--- src/design/srac_mod.sv ---
// Bit-serial remainder unit for the operand decode: (t mod n) + 1.
module srac_mod #(
  parameter int TW = 18,
  parameter int CW = 11
) (
  input  logic          clk_i,
  input  logic          rst_ni,
  input  logic          start_i,
  input  logic [TW-1:0] t_i,
  input  logic [CW-1:0] n_i,
  output logic          done_o,
  output logic [CW-1:0] res_o
);

  localparam int SC = $clog2(TW + 1);

  logic [TW-1:0] t_q, t_d;
  logic [CW:0]   rem_q, rem_d;
  logic [SC-1:0] step_q, step_d;
  logic          busy_q, busy_d;
  logic          done_q, done_d;
  logic [CW:0]   rem_sh;

  always_comb begin
    rem_sh = {rem_q[CW-1:0], t_q[TW-1]};
    t_d = t_q;
    rem_d = rem_q;
    step_d = step_q;
    busy_d = busy_q;
    done_d = 1'b0;
    if (start_i) begin
      t_d = t_i;
      rem_d = '0;
      step_d = SC'(TW);
      busy_d = 1'b1;
    end else if (busy_q) begin
      t_d = {t_q[TW-2:0], 1'b0};
      rem_d = (rem_sh >= {1'b0, n_i}) ? rem_sh - {1'b0, n_i} : rem_sh;
      step_d = step_q - SC'(1);
      if (step_q == SC'(1)) begin
        busy_d = 1'b0;
        done_d = 1'b1;
      end
    end
  end

  always_ff @(posedge clk_i or negedge rst_ni) begin
    if (!rst_ni) begin
      busy_q <= 1'b0;
      done_q <= 1'b0;
      step_q <= '0;
    end else begin
      busy_q <= busy_d;
      done_q <= done_d;
      step_q <= step_d;
    end
  end

  always_ff @(posedge clk_i) begin
    t_q <= t_d;
    rem_q <= rem_d;
  end

  assign done_o = done_q;
  assign res_o = CW'(rem_q + (CW + 1)'(1));

endmodule

--- config.mk ---
export PLATFORM = sky130hd
export DESIGN_NAME = srac_mod
export DESIGN_NICKNAME = d
export VERILOG_FILES = /design/src/design/srac_mod.sv
export SDC_FILE = /design/constraint.sdc
export NUM_CORES = 1
export LEC_CHECK = 0
export BUFFER_PORTS_ARGS = -buffer_cell sky130_fd_sc_hd__buf_2
export CORE_MARGIN = 1.5
export CORE_UTILIZATION = 40
export DETAILED_ROUTE_END_ITERATION = 12
export GPL_TIMING_DRIVEN = 0
export REMOVE_ABC_BUFFERS = 1
export SLEW_MARGIN = 20
export SYNTH_ARGS = -nofsm -noshare
export SYNTH_HDL_FRONTEND = slang
export SYNTH_SLANG_ARGS = --single-unit
--- constraint.sdc ---
create_clock -name clk_i -period 6.7 [get_ports clk_i]
set_clock_uncertainty 0.2 [all_clocks]
set_input_delay 1.005 -clock clk_i [delete_from_list [all_inputs] [get_ports clk_i]]
set_output_delay 1.005 -clock clk_i [all_outputs]
set_load 0.02 [all_outputs]
**Word level (Yosys, flattened, before mapping)**

Cells that the tools add are included.

- Register bits after elaboration: 36
- Input bits: 32
- Output and inout bits: 12
- Word-level logic and storage cells: 22

- $add $sub $neg: 3
- Order comparisons: 1
- Eq/ne operators: 1
- Multiplexer cells: 11
- Reduce and logical (&&, ||, !) cells: 1

Operators by type and width:

| kind | number |
|---|---|
| 2-to-1 mux 18 bit | 2 |
| >= comparator 12 x 11 -> 1 bit | 1 |
| adder 11 x 1 -> 11 bit (second input constant) | 1 |
| 2-to-1 mux 11 bit | 1 |
| subtractor 11 bit | 1 |
| 2-to-1 mux 5 bit | 2 |
| 2-to-1 mux 1 bit | 6 |
| equality test 5 x 1 -> 1 bit (second input constant) | 1 |
| subtractor 5 x 1 -> 5 bit (second input constant) | 1 |
| nonzero test 2 bit | 1 |

**Depth between registers and ports, before layout**

- Depth after elaboration: 4
- Depth in mapped cells: 10
- Depth with buffers taken out: 9

**Worst setup path before layout**

OpenSTA, ideal clock, no wires.

- Path type: in2reg
- From: input n_i[0]
- To: register rem_q[6]
- Library setup time: 0.088 ns
- Arrival: 2.759 ns
- Data required time: 6.412 ns
- Path slack: 3.653 ns
- Stages on the path: 9
- Path buffers: 1
- Cells stage by stage: ha_1 -> fa_1 -> nand2b_2 -> o2bb2ai_2 -> a211o_2 -> nand2_4 -> buf_8 -> nand3_2 -> a311oi_2

- Word-level cells in the longest chain between the ends: 2
- Elaborated cells on any way between the ends: 3
- Those cells by class: 1 x add/sub; 1 x order compare; 1 x mux

Ends and longest elaborated chain:

| element | RTL line | source |
|---|---|---|
| start, declared | 10 | `input logic [CW-1:0] n_i,` |
| subtractor 11 bit / >= comparator 12 x 11 -> 1 bit (equally long branches) | 38 | `rem_d = (rem_sh >= {1'b0, n_i}) ? rem_sh - {1'b0, n_i} : rem_sh;` |
| 2-to-1 mux 11 bit * | 38 |  |
| end signal, assigned | 61 | `rem_q <= rem_d;` |
| end, declared | 18 | `logic [CW:0] rem_q, rem_d;` |

Mark *: on every way between the ends. The rest lies on a longest branch, timed or not.
A chain may end at the register's enable or synchronous reset.

**Worst setup path after layout**

- From: register rem_q[3]
- To: output res_o[10]

- Word-level cells in the longest chain between the ends: 1

Ends and longest elaborated chain:

| element | RTL line | source |
|---|---|---|
| adder 11 x 1 -> 11 bit | 65 | `assign res_o = CW'(rem_q + (CW + 1)'(1));` |
| end, declared | 12 | `output logic [CW-1:0] res_o` |

Every way passes these cells.

==> flow_summary.json <==
{
  "ys_warn_count": 0,
  "placed_cells_incl_taps": 341,
  "first_iter_violations": 77,
  "synth.distinct_cells": 50,
  "critPathMaxFanout": 7,
  "netlist.area_leader.share": 0.235,
  "antenna-diode-count": 0,
  "clk_path_buf_depth": 2,
  "antenna_found_initial": 0,
  "crit_path_start_kind": "flop",
  "fmax_mhz": 329,
  "postLayoutCoreUtil": 0.480,
  "synth_area_per_cell_um2": 9.96,
  "synth-edff-count": 18,
  "row_count": 27,
  "die-width_um": 78.8,
  "multiInputGateArea_um2": 1270,
  "critPathArrivalTime_ps": 1830,
  "status": "finished, final reports clean",
  "slew_violations": 0,
  "fin_nets": 323,
  "p_per_area_nw_per_um2": 347,
  "min_period_ps": 3040,
  "finalSetupViolCount": 0,
  "clk_latency_ps": 290,
  "maxCapViolCount": 0,
  "wirelength_um": 4670,
  "synth_area_leaders": "edfxtp_1 23%, dfxtp_1 9.6%, mux2_2 8.3%, dfrtp_1 7.6%, ha_1 7.6%",
  "grt_max_degree": 30,
  "ios": 44,
  "synth_common_cells": "24 x nand2_1, 18 x edfxtp_1, 18 x inv_1, 18 x nor2_1, 17 x mux2_2",
  "tns_ps": 0,
  "htree_levels": 2,
  "postCtsHoldBufs": 0,
  "irDropWorstVdd_uv": 146,
  "synthFlopType": "edfxtp_1",
  "fill_cells": 571,
  "drive_gt1_frac": 0.282,
  "initial_core_util": 0.415,
  "core-area_um2": 5540,
  "grt_pass1_vias": 1688,
  "syn_inst": 231,
  "drc": 0,
  "wl_per_cell_um": 13.4,
  "cts.sinks": 36,
  "hold_viol": 0,
  "synth.largest_area_cell": "edfxtp_1",
  "die-area_um2": 6220,
  "gp_congestion": 0.829,
  "ys_seq_elements": 36,
  "hold_class": "input port to asynchronous set/reset pin",
  "crit_required_ps": 5490,
  "p_leak_uw": 0.00117,
  "grt_util_all_layers": 0.165,
  "grt_pass1_wl_um": 7940,
  "io_buffers": 43,
  "synthArstFlopShare": 0.194,
  "numCtsBuffers": 5,
  "worst_pin_slew_ps": 682,
  "ys_seq_area_frac": 0.407,
  "syn_to_final_growth_pct": 15.6,
  "synth.most_common_cell": "nand2_1",
  "first_pass_iters": 6,
  "path_class": "flop to primary output",
  "fin_crit_sh": 0.453,
  "synth_area_um2": 2300,
  "die_h_um": 78.8,
  "place_hpwl_um": 3510,
  "vias_per_cell": 5.12,
  "antenna_left": 0,
  "vias": 1788,
  "finalNonFillerCells": 349,
  "worst_setup_path_end_kind": "primary output",
  "relSlewSlack": 0.543,
  "overflow": 0,
  "cts_resized": 0,
  "seqCellArea_um2": 936,
  "cts_tree": "built",
  "post_cts_buffers": 0,
  "root_buffer": "clkbuf_8",
  "rsz0062_at_grt": "no",
  "power_uw": 923,
  "clkTransAtPathRegs_ps": 80
}
-- placed cells by master (no fill, tap or decap), drive strengths merged, types with 3 or more instances in the layout --
cell type / Yosys / final
a21oi: 10 / 10
mux2i: 5 / 5
nor2: 18 / 18
nor3: 4 / 4
o211ai: 3 / 3
xor2: 7 / 7
and3: 4 / 4
dfrtp: 7 / 7
nand2b: 6 / 6
buf: 2 / 43
mux2: 17 / 17
xnor2: 10 / 10
o21a: 3 / 3
edfxtp: 18 / 18
nand2: 25 / 25
ha: 14 / 14
dfxtp: 11 / 11
clkbuf: 3 / 6
o21ai: 15 / 15
nand3: 6 / 6
inv: 18 / 18
-- logic make-up after synthesis --
group | Yosys count | share of synthesized area
XOR/XNOR | 17 | 0.0647
buffers and inverters | 23 | 0.0430
AO/OA/AOI/OAI | 45 | 0.132
AND/OR/NAND/NOR | 73 | 0.164
adder cells (fa/ha/maj) | 15 | 0.0848
multiplexers | 22 | 0.105
flip-flops | 36 | 0.407
-- stage by stage --
| stage | hold slack, ps | instance area, um2 | setup slack [ps] |
|---|---|---|---|
| finish | 326 | 2660 | 3660 |
| global route | 327 | 2660 | 3500 |
| CTS | 331 | 2660 | 3670 |
| detailed placement | 311 | 2570 | 3360 |
| global placement | 305 | 2570 | 3360 |
| floorplan | 285 | 2270 | 3650 |
-- report_power, final --
group | switching [uW] | internal, uW | leakage [uW]
clock | 79.7 | 72.1 | 0.0000388
sequential | 54.2 | 278 | 0.000364
combinational | 249 | 190 | 0.000771
total | 383 | 540 | 0.00117
-- flip-flops by register name, summed over array words and instances (netlist names) --
name	count
done_o	1
t_q	18
busy_q	1
step_q	5
rem_q	11
-- cell type report --
type                       count  share of cell area
clock inverter                 2             0.00424
multi-input combinational    172               0.476
clock buffer                   6              0.0273
inverter                      18              0.0254
sequential                    36               0.352
timing repair buffer          43              0.0809
tap                           72              0.0339
-- final timing paths --
kind                           start        end  slack [ps]  cells after the start
setup / recovery            rem_q[3]  res_o[10]        3660                      6
min in group clk_i         step_q[4]  step_q[4]         330                      2
max in group asynchronous     rst_ni  step_q[2]        5790                      1
setup reg to reg             t_q[17]   rem_q[8]        4090                      9
hold / removal                rst_ni     busy_q         330                      1
hold reg to reg            step_q[4]  step_q[4]         330                      2
-- critical path, cell delays in order, from the launching register on --
cell,delay (ps)
dfxtp_1,490
and3_1,250
and3_1,180
and3_1,210
nand3_1,100
xnor2_1,140
buf_2,180
-- layer usage --
layer | global-route usage | share of wire | up-vias
met4 | 0.0316 | 0.0064 | 0
met5 | 0 | 0 | -
li1 | - | - | 922
met2 | 0.236 | 0.42 | 59
met1 | 0.240 | 0.50 | 803
met3 | 0.0598 | 0.070 | 4
(Power assumes the default switching activity.)
