$ cat src/design/srac_cell.sv
// One storage cell of the chain: holds an element and passes the sweep token down.
module srac_cell #(
  parameter int IDX = 0,
  parameter int AW = 10,
  parameter int CW = 11,
  parameter int VW = 16,
  parameter int SW = 16
) (
  input  logic          clk_i,
  input  logic          rst_ni,
  input  logic          wr_en_i,
  input  logic [AW-1:0] wr_idx_i,
  input  logic [VW-1:0] wr_data_i,
  input  logic          is_move_i,
  input  logic [AW-1:0] lo_i,
  input  logic [AW-1:0] hi_i,
  input  logic [SW-1:0] sought_i,
  input  logic          tok_i,
  input  logic [CW-1:0] cnt_i,
  input  logic [VW-1:0] hold_i,
  input  logic [VW-1:0] prev_i,
  output logic          tok_o,
  output logic [CW-1:0] cnt_o,
  output logic [VW-1:0] hold_o,
  output logic [VW-1:0] val_o
);

  localparam logic [AW-1:0] ME = AW'(IDX);
  localparam int EW = (VW > SW) ? VW : SW;

  logic [VW-1:0] val_q;
  logic          tok_q;
  logic [CW-1:0] cnt_q;
  logic [VW-1:0] hold_q;
  logic          in_rng;
  logic          match;

  assign in_rng = (ME >= lo_i) && (ME <= hi_i);
  assign match = in_rng && !is_move_i && (EW'(val_q) == EW'(sought_i));

  always_ff @(posedge clk_i) begin
    if (wr_en_i && (wr_idx_i == ME)) begin
      val_q <= wr_data_i;
    end else if (tok_i && is_move_i) begin
      if (ME == lo_i) begin
        val_q <= hold_i;
      end else if (in_rng) begin
        val_q <= prev_i;
      end
    end
    cnt_q <= cnt_i + CW'(match);
    hold_q <= (ME == hi_i) ? val_q : hold_i;
  end

  always_ff @(posedge clk_i or negedge rst_ni) begin
    if (!rst_ni) begin
      tok_q <= 1'b0;
    end else begin
      tok_q <= tok_i;
    end
  end

  assign tok_o = tok_q;
  assign cnt_o = cnt_q;
  assign hold_o = hold_q;
  assign val_o = val_q;

endmodule

$ cat config.mk
export PLATFORM = sky130hd
export DESIGN_NAME = srac_cell
export DESIGN_NICKNAME = d
export VERILOG_FILES = /design/src/design/srac_cell.sv
export SDC_FILE = /design/constraint.sdc
export NUM_CORES = 1
export LEC_CHECK = 0
export BUFFER_PORTS_ARGS = -buffer_cell sky130_fd_sc_hd__buf_2
export CAP_MARGIN = 0
export CORE_AREA = 10 10 83 85
export CTS_CLUSTER_DIAMETER = 60
export DETAILED_ROUTE_END_ITERATION = 7
export DIE_AREA = 0 0 93 95
export GPL_TIMING_DRIVEN = 0
export HOLD_SLACK_MARGIN = 0.05
export PLACE_DENSITY_LB_ADDON = 0.3
export SYNTH_ARGS = -nofsm -noshare
export SYNTH_HDL_FRONTEND = slang
export SYNTH_SLANG_ARGS = --single-unit
export TNS_END_PERCENT = 50
$ cat constraint.sdc
create_clock -name clk_i -period 3 [get_ports clk_i]
set_clock_uncertainty 0.05 [all_clocks]
set_input_delay 0.15 -clock clk_i [delete_from_list [all_inputs] [get_ports clk_i]]
set_output_delay 0.15 -clock clk_i [all_outputs]
set_load 0.03 [all_outputs]
Word-level counts from Yosys, hierarchy flattened
Cells that the tools add are included.
- add/subtract/negate cells: 1
- equality and inequality tests: 1
- order comparisons: 2
- reduce and logical (&&, ||, !) cells: 12
- muxes and demuxes: 5
- operators with widths (operator ; count):
    two-way mux 16 bit ; 5
    logical NOT 10 bit ; 3
    == test 16 bit ; 1
    adder 11 x 1 -> 11 bit ; 1
    greater-or-equal comparator 1 x 10 -> 1 bit (first input constant) ; 1
    <= comparator 1 x 10 -> 1 bit (first input constant) ; 1
    logical AND 1 bit ; 5
    nonzero test 3 bit ; 1
    AND reduction 2 bit ; 1
    nonzero test 2 bit ; 1
    logical NOT 1 bit ; 1
- input port bits: 110
- register bits after elaboration: 44

Longest topological paths before layout
Gate-level depths: netlist (run 1).
- depth after elaboration: 6
- depth in mapped cells: 11

Worst setup path before layout (run 1)
OpenSTA, ideal clock, no wires.
- path type: input to register
- start point: in lo_i[4]
- end point: reg val_q[0], in the netlist val_o[0], enable pin
- stages: 4
- path buffers: 1
- slack: 437 ps
- arrival: 2102 ps
- path through: nor4_1 nand3_1 buf_2 o21ai_0
- longest elaborated chain between the ends: 4
- elaborated cells on any way between the ends: 5
- classes of those cells: 1 x order compare; 4 x reduce/logical
- RTL lines (what ; RTL line ; RTL):
    start: declaration ; 15 ; input logic [AW-1:0] lo_i,
    greater-or-equal comparator 1 x 10 -> 1 bit ; 38 ; assign in_rng = (ME >= lo_i) && (ME <= hi_i);
    logical AND 1 bit ; 38 ;
    nonzero test 3 bit (no line) (*) ; -- ;
    AND reduction 2 bit (no line) (*) ; -- ;
    end signal: assignment ; 43 ; val_q <= wr_data_i;
    end signal: assignment ; 46 ; val_q <= hold_i;
    end signal: assignment ; 48 ; val_q <= prev_i;
    end: declaration ; 31 ; logic [VW-1:0] val_q;
Mark *: on every way between the ends. The rest lies on a longest branch, timed or not.
A chain may end at the register's enable or synchronous reset.

Worst setup path in the final report (run 1)
- start point: reg val_q[1], in the netlist val_o[1]
- end point: reg cnt_q[10], in the netlist cnt_o[10]
- longest elaborated chain between the ends: 3
- RTL lines (what ; RTL line ; RTL):
    == test 16 bit ; 39 ; assign match = in_rng && !is_move_i && (EW'(val_q) == EW'(sought_i));
    logical AND 1 bit ; 39 ;
    adder 11 x 1 -> 11 bit ; 51 ; cnt_q <= cnt_i + CW'(match);
    end signal: assignment ; 51 ;
    end: declaration ; 33 ; logic [CW-1:0] cnt_q;
Every way passes these cells.

==> results.txt, run 1 <==
Max clock buf depth -> 2
commonest non-fill, non-tap cells in the layout -> buf_2 (154), nand2_1 (37), dfxtp_1 (27)
Yosys warnings -> 0
Hold Path End -> hold_o[4]
Setup TNS -> 0 ps
area of the mapped netlist -> 2022 um^2
CP Max Fanout -> 3
status -> complete, no violations
Slew @ Worst Pin -> 867.1 ps
drt pass-1 iters -> 4
Synth Area per Inst -> 10.48 um^2
Yosys top cell by area -> dfxtp_1
Syn-to-layout area delta -> 56.99%
Critical Path Sink Type -> register
layout cells sized above 1 -> 48.53%
number of diodes -> 0
Worst R2R Setup Slack -> 370 ps
WS Path Type -> reg -> reg
Final WS setup -> 367.9 ps
Critical Path RT -> 3140 ps
final setup vio count -> 0
antenna violation net count after detailed routing -> 0
post-CTS setup buffer count -> 0
cells along the critical path -> xor2_1 > nor4_1 > nand4_1 > nor4_1 > ha_1 > ha_1 > nand3_1 > nor2_1 > nand4_1 > xnor2_1
CTS tree -> done
pin count of the biggest net entering global routing -> 17
die height -> 95 um
CP Data Arrival Time -> 2770 ps
Synth top area share -> 26.73%
total of max-cap violations -> 0
RSZ-0062 raised after global routing -> false
Reg-to-Reg Start -> val_o[1]
routed wire length -> 7552 um
Chip Width -> 93 um
syn_nets -> 305
FF-to-FF path depth -> 10
most common cell after layout, fill and taps aside -> buf_2
Final Hold Vio Count -> 0
hold-critical path depth -> 2
CTS root buf -> clkbuf_8
met2 Resource Use GR -> 29.21%
CTS buffer count -> 5
R2R Path End -> cnt_o[10]
met1 Resource Use GR -> 15.76%
Fill cells -> 509
critical path launch point type -> register
Slew headroom -> 42.19%
Core ar. -> 5338 um^2
drt wl/cell -> 16.89 um
Via density -> 4.673
DP Worst Slack -> 318.8 ps
CP max-delay cell -> edfxtp_1
GRT overflow -> 0
Crit. Startpoint -> val_o[1]
leakage power -> 1.555 nW
routed vias -> 2089
Pwr Density -> 381.8 nW/um^2
Nets -> 486
pins over their slew limit -> 0
# port buffers -> 153
Hold Startpoint -> hold_i[4]
GRT Resource Usage Total -> 16.39%
CTS HTree Levels -> 2
initial antenna violation count -> 0
period utilisation layout -> 87.74%
post-synthesis register bit count -> 44
critical path buffer and inverter count -> 0
Peak VDD IR -> 193.4 uV
Distinct cells, synth -> 24
M3 GR Usage -> 9.754%
CTS sink count -> 44
slowest stage delay, CP -> 430 ps
RePlAce Congestion -> 0.7066
Mapped Cells -> 193
vias in the first global route -> 2296
Min Clock Period, post-route -> 2632 ps
# DRC -> 0
worst hold slack -> 59.41 ps
Clock transition at path regs -> 80 ps
worst hold path type -> in -> reg
Clk Latency, worst-skew pair -> 290 ps
gr busiest metal -> met2
Max Freq -> 379.9 MHz
die footprint -> 8835 um^2
post-detail-place hpwl -> 5967 um
hold_buf cts -> 19
sequential fraction of the synthesis area -> 51.73%
Row Count -> 27
I/O pins -> 154
post_cts resized -> 0
ranking of synthesized cells by area -> dfxtp_1 (27%), edfxtp_1 (24%), mux2_4 (7.4%)
First DRT Iteration DRCs -> 72
first-pass GRT wire length -> 11350 um
Initial Util -> 37.88%
cell family with most CP delay -> simple AND/OR/NAND/NOR gates
## routing by layer
metal / up-vias / share of wire (%)
li1: 1041 / -
met2: 113 / 49
met4: 0 / 1.1
met1: 929 / 37
met3: 6 / 13
met5: - / 0
## layout make-up
cell class	instances	area, um^2	share of cell area, %
Sequential cell	44	1046	32.95
Buffer	7	46.29	1.458
Clock buffer	5	68.82	2.168
Timing Repair Buffer	174	975.9	30.75
Inverter	1	3.754	0.1183
Clock inverter	3	13.76	0.4336
Tap cell	72	90.09	2.838
Multi-Input combinational cell	141	929.6	29.29
## cells in the mapped netlist
| cell type | number |
|---|---|
| nand2_1 | 37 |
| dfxtp_1 | 27 |
| nor2_1 | 21 |
| a31oi_1 | 16 |
| edfxtp_1 | 16 |
| xor2_1 | 15 |
| mux2_4 | 10 |
| xnor2_1 | 10 |
| nor4_1 | 8 |
| mux2_2 | 6 |
| nand3_1 | 5 |
| and3_1 | 3 |
| clkbuf_1 | 3 |
| nand4_1 | 3 |
| buf_6 | 2 |
| ha_1 | 2 |
| nor3_1 | 2 |
| buf_2 | 1 |
| buf_4 | 1 |
| dfrtp_1 | 1 |
| inv_1 | 1 |
| nand3_2 | 1 |
| nor4b_1 | 1 |
| o21ai_0 | 1 |
## where the power goes
group          leakage [nW]  switching, W  internal (W)
combinational          1.13      0.000100      0.000111
sequential            0.383    0.00000480      0.000637
clock                0.0453      0.000200      0.000158
total                  1.55      0.000305      0.000907
## metrics by stage
step	total power (W)	util [%]	area (um^2)	cells
5_1_grt	0.001269	59.47	3174	447
6_report	0.001212	59.47	3174	447
2_1_floorplan	0.0007400	-	2022	193
3_3_place_gp	0.0008414	53.91	2878	418
3_5_place_dp	0.0008458	53.99	2882	418
4_1_cts	0.001220	59.10	3154	445
## worst reg2reg max path, stage by stage, from the launching register on
cell and delay, ps:
edfxtp_1 430, xor2_1 170, nor4_1 330, nand4_1 180, nor4_1 300, ha_1 260
ha_1 190, nand3_1 120, nor2_1 220, nand4_1 150, xnor2_1 140
## state kept, by name, summed over array words and instances (netlist names)
name and count:
tok_o 1, val_o 16, hold_o 16, cnt_o 11
## logic make-up after synthesis
family	synth area share [%]
AND/OR/NAND/NOR	17.76
flip-flops	51.73
XOR/XNOR	10.83
AO/OA/AOI/OAI	5.198
multiplexers	10.77
buffers and inverters	2.475
adder cells (fa/ha/maj)	1.237
## worst max-delay path by stage
stage / slack (ps) / cells after the start / to
after CTS: 300 / 10 / cnt_o[10]
final: 370 / 10 / cnt_o[10]
after global routing: 80 / 10 / cnt_o[10]
after global placement: -560 / 5 / val_o[6]
after floorplan: 440 / 4 / val_o[0]
after detailed placement: 320 / 10 / cnt_o[10]
Note: power is estimated with default switching activity, not from simulation.
==> inputs of run 2 (changes only) <==
==> constraint.sdc (replaced) <==
create_clock -name clk_i -period 3 [get_ports clk_i]
set_clock_uncertainty 0.05 [all_clocks]
set_input_delay 0.3 -clock clk_i [delete_from_list [all_inputs] [get_ports clk_i]]
set_output_delay 0.3 -clock clk_i [all_outputs]
set_load 0.02 [all_outputs]
==> results.txt, run 2 (same netlist as run 1, synthesis figures left out) <==
period utilisation layout -> 87.40%
Final Non-Filler Cells -> 427
vias in the first global route -> 2197
cell family with most CP delay -> simple AND/OR/NAND/NOR gates
Peak VDD IR -> 195.5 uV
Max clock buf depth -> 2
Slew headroom -> 41.28%
post-detail-place hpwl -> 5967 um
status -> complete, no violations
Pint -> 0.0008893 W
critical path launch point type -> register
Seq pwr share -> 54.8%
Critical Path Sink Type -> register
RePlAce Congestion -> 0.7066
CTS root buf -> clkbuf_8
cells along the critical path -> xor2_1 > nor4_1 > nand4_1 > nor4_1 > ha_1 > ha_1 > nand3_1 > nor2_1 > nand4_1 > xnor2_1
total of max-cap violations -> 0
CP max-delay cell -> edfxtp_1
Clock transition at path regs -> 80 ps
I/O pins -> 154
Core ar. -> 5338 um^2
Logic pwr share -> 14.9%
placed cells -> 418
Critical Path RT -> 3140 ps
pins over their slew limit -> 0
drt pass-1 iters -> 4
Clk Latency, worst-skew pair -> 290 ps
Syn-to-layout area delta -> 47.09%
CP Max Fanout -> 3
worst hold slack -> 82.92 ps
post_cts resized -> 0
CTS tree -> done
Initial Util -> 37.88%
WS Path Type -> reg -> reg
RSZ-0062 raised after global routing -> false
Clock power frac -> 30.4%
Max Freq -> 381.4 MHz
worst hold path type -> in -> reg
number of diodes -> 0
first-pass GRT wire length -> 10690 um
Nets -> 466
Final Hold Vio Count -> 0
die height -> 95 um
final setup vio count -> 0
multi-input logic area -> 929.6 um^2
pin count of the biggest net entering global routing -> 17
First DRT Iteration DRCs -> 71
slowest stage delay, CP -> 430 ps
routed vias -> 2028
antenna violation net count after detailed routing -> 0
Final Power -> 0.001171 W
CTS HTree Levels -> 2
Slew @ Worst Pin -> 880.8 ps
critical path buffer and inverter count -> 0
commonest non-fill, non-tap cells in the layout -> buf_2 (154), nand2_1 (37), dfxtp_1 (27)
CTS sink count -> 44
layout cells sized above 1 -> 51.27%
GRT Resource Usage Total -> 15.53%
Via density -> 4.749
# DRC -> 0
most common cell after layout, fill and taps aside -> buf_2
routed wire length -> 7163 um
Min Clock Period, post-route -> 2622 ps
CP Data Arrival Time -> 2760 ps
# port buffers -> 153
Chip Width -> 93 um
CTS buffer count -> 5
Row Count -> 27
drt wl/cell -> 16.78 um
die footprint -> 8835 um^2
leakage power -> 1.471 nW
GRT overflow -> 0
Setup TNS -> 0 ps
Seq. cell area -> 1046 um^2
switching share of total power -> 24.05%
NetSw -> 0.0002816 W
Fill cells -> 535
Pwr Density -> 393.7 nW/um^2
initial antenna violation count -> 0
[run 2: cell types whose count changed in the layout (fill, tap and decap cells not counted)]
cell / delta
dlygate4sd3_1: -20
[run 2: per-layer routing]
| metal | track usage, % | vias up | routed length [um] |
|---|---|---|---|
| li1 | - | 999 | - |
| met2 | 26.69 | 113 | 3404 |
| met1 | 15.28 | 910 | 2710 |
| met5 | 0 | - | 0 |
| met4 | 4.499 | 0 | 83 |
| met3 | 9.833 | 6 | 964 |
[run 2: repair_timing]
action                                 in CTS  in global routing
buffers inserted                            0                  0
endpoints found under the hold margin       1                  0
hold buffers                                1                  0
[run 2: area by class of cell]
| class | instances | share of cell area, % |
|---|---|---|
| clock inverters | 3 | 0.4628 |
| multi-input cells | 141 | 31.26 |
| clock buffers | 5 | 2.314 |
| repair buffers | 154 | 26.08 |
| well taps | 72 | 3.029 |
| inverters | 1 | 0.1262 |
| flip-flops and latches | 44 | 35.17 |
| plain buffers | 7 | 1.557 |
[run 2: worst paths after layout]
check,from,end,slack [ps],depth (start not counted)
setup / recovery,val_o[1],cnt_o[10],380,10
hold / removal,tok_i,tok_o,80,1
setup reg to reg,val_o[1],cnt_o[10],380,10
hold reg to reg,val_o[9],hold_o[9],500,1
max in group asynchronous,rst_ni,tok_o,2560,2
min in group asynchronous,rst_ni,tok_o,260,2
[run 2: metrics by stage]
stage / utilization, % / setup WS, ps / instance area, um^2
3_5_place_dp: 53.99 / 187.7 / 2882
6_report: 55.72 / 378.0 / 2974
4_1_cts: 55.72 / 296.0 / 2974
2_1_floorplan: - / 286.9 / 2022
3_3_place_gp: 53.91 / -710.4 / 2878
5_1_grt: 55.72 / 82.92 / 2974
[run 2: power by group through the flow]
stage	clock network [W]	logic (W)	registers (W)
after floorplan	0	0.0000420	0.000683
after global placement	0	0.000171	0.000655
after detailed placement	0	0.000175	0.000656
after CTS	0.000368	0.000176	0.000642
after global routing	0.000394	0.000192	0.000643
final	0.000355	0.000174	0.000641
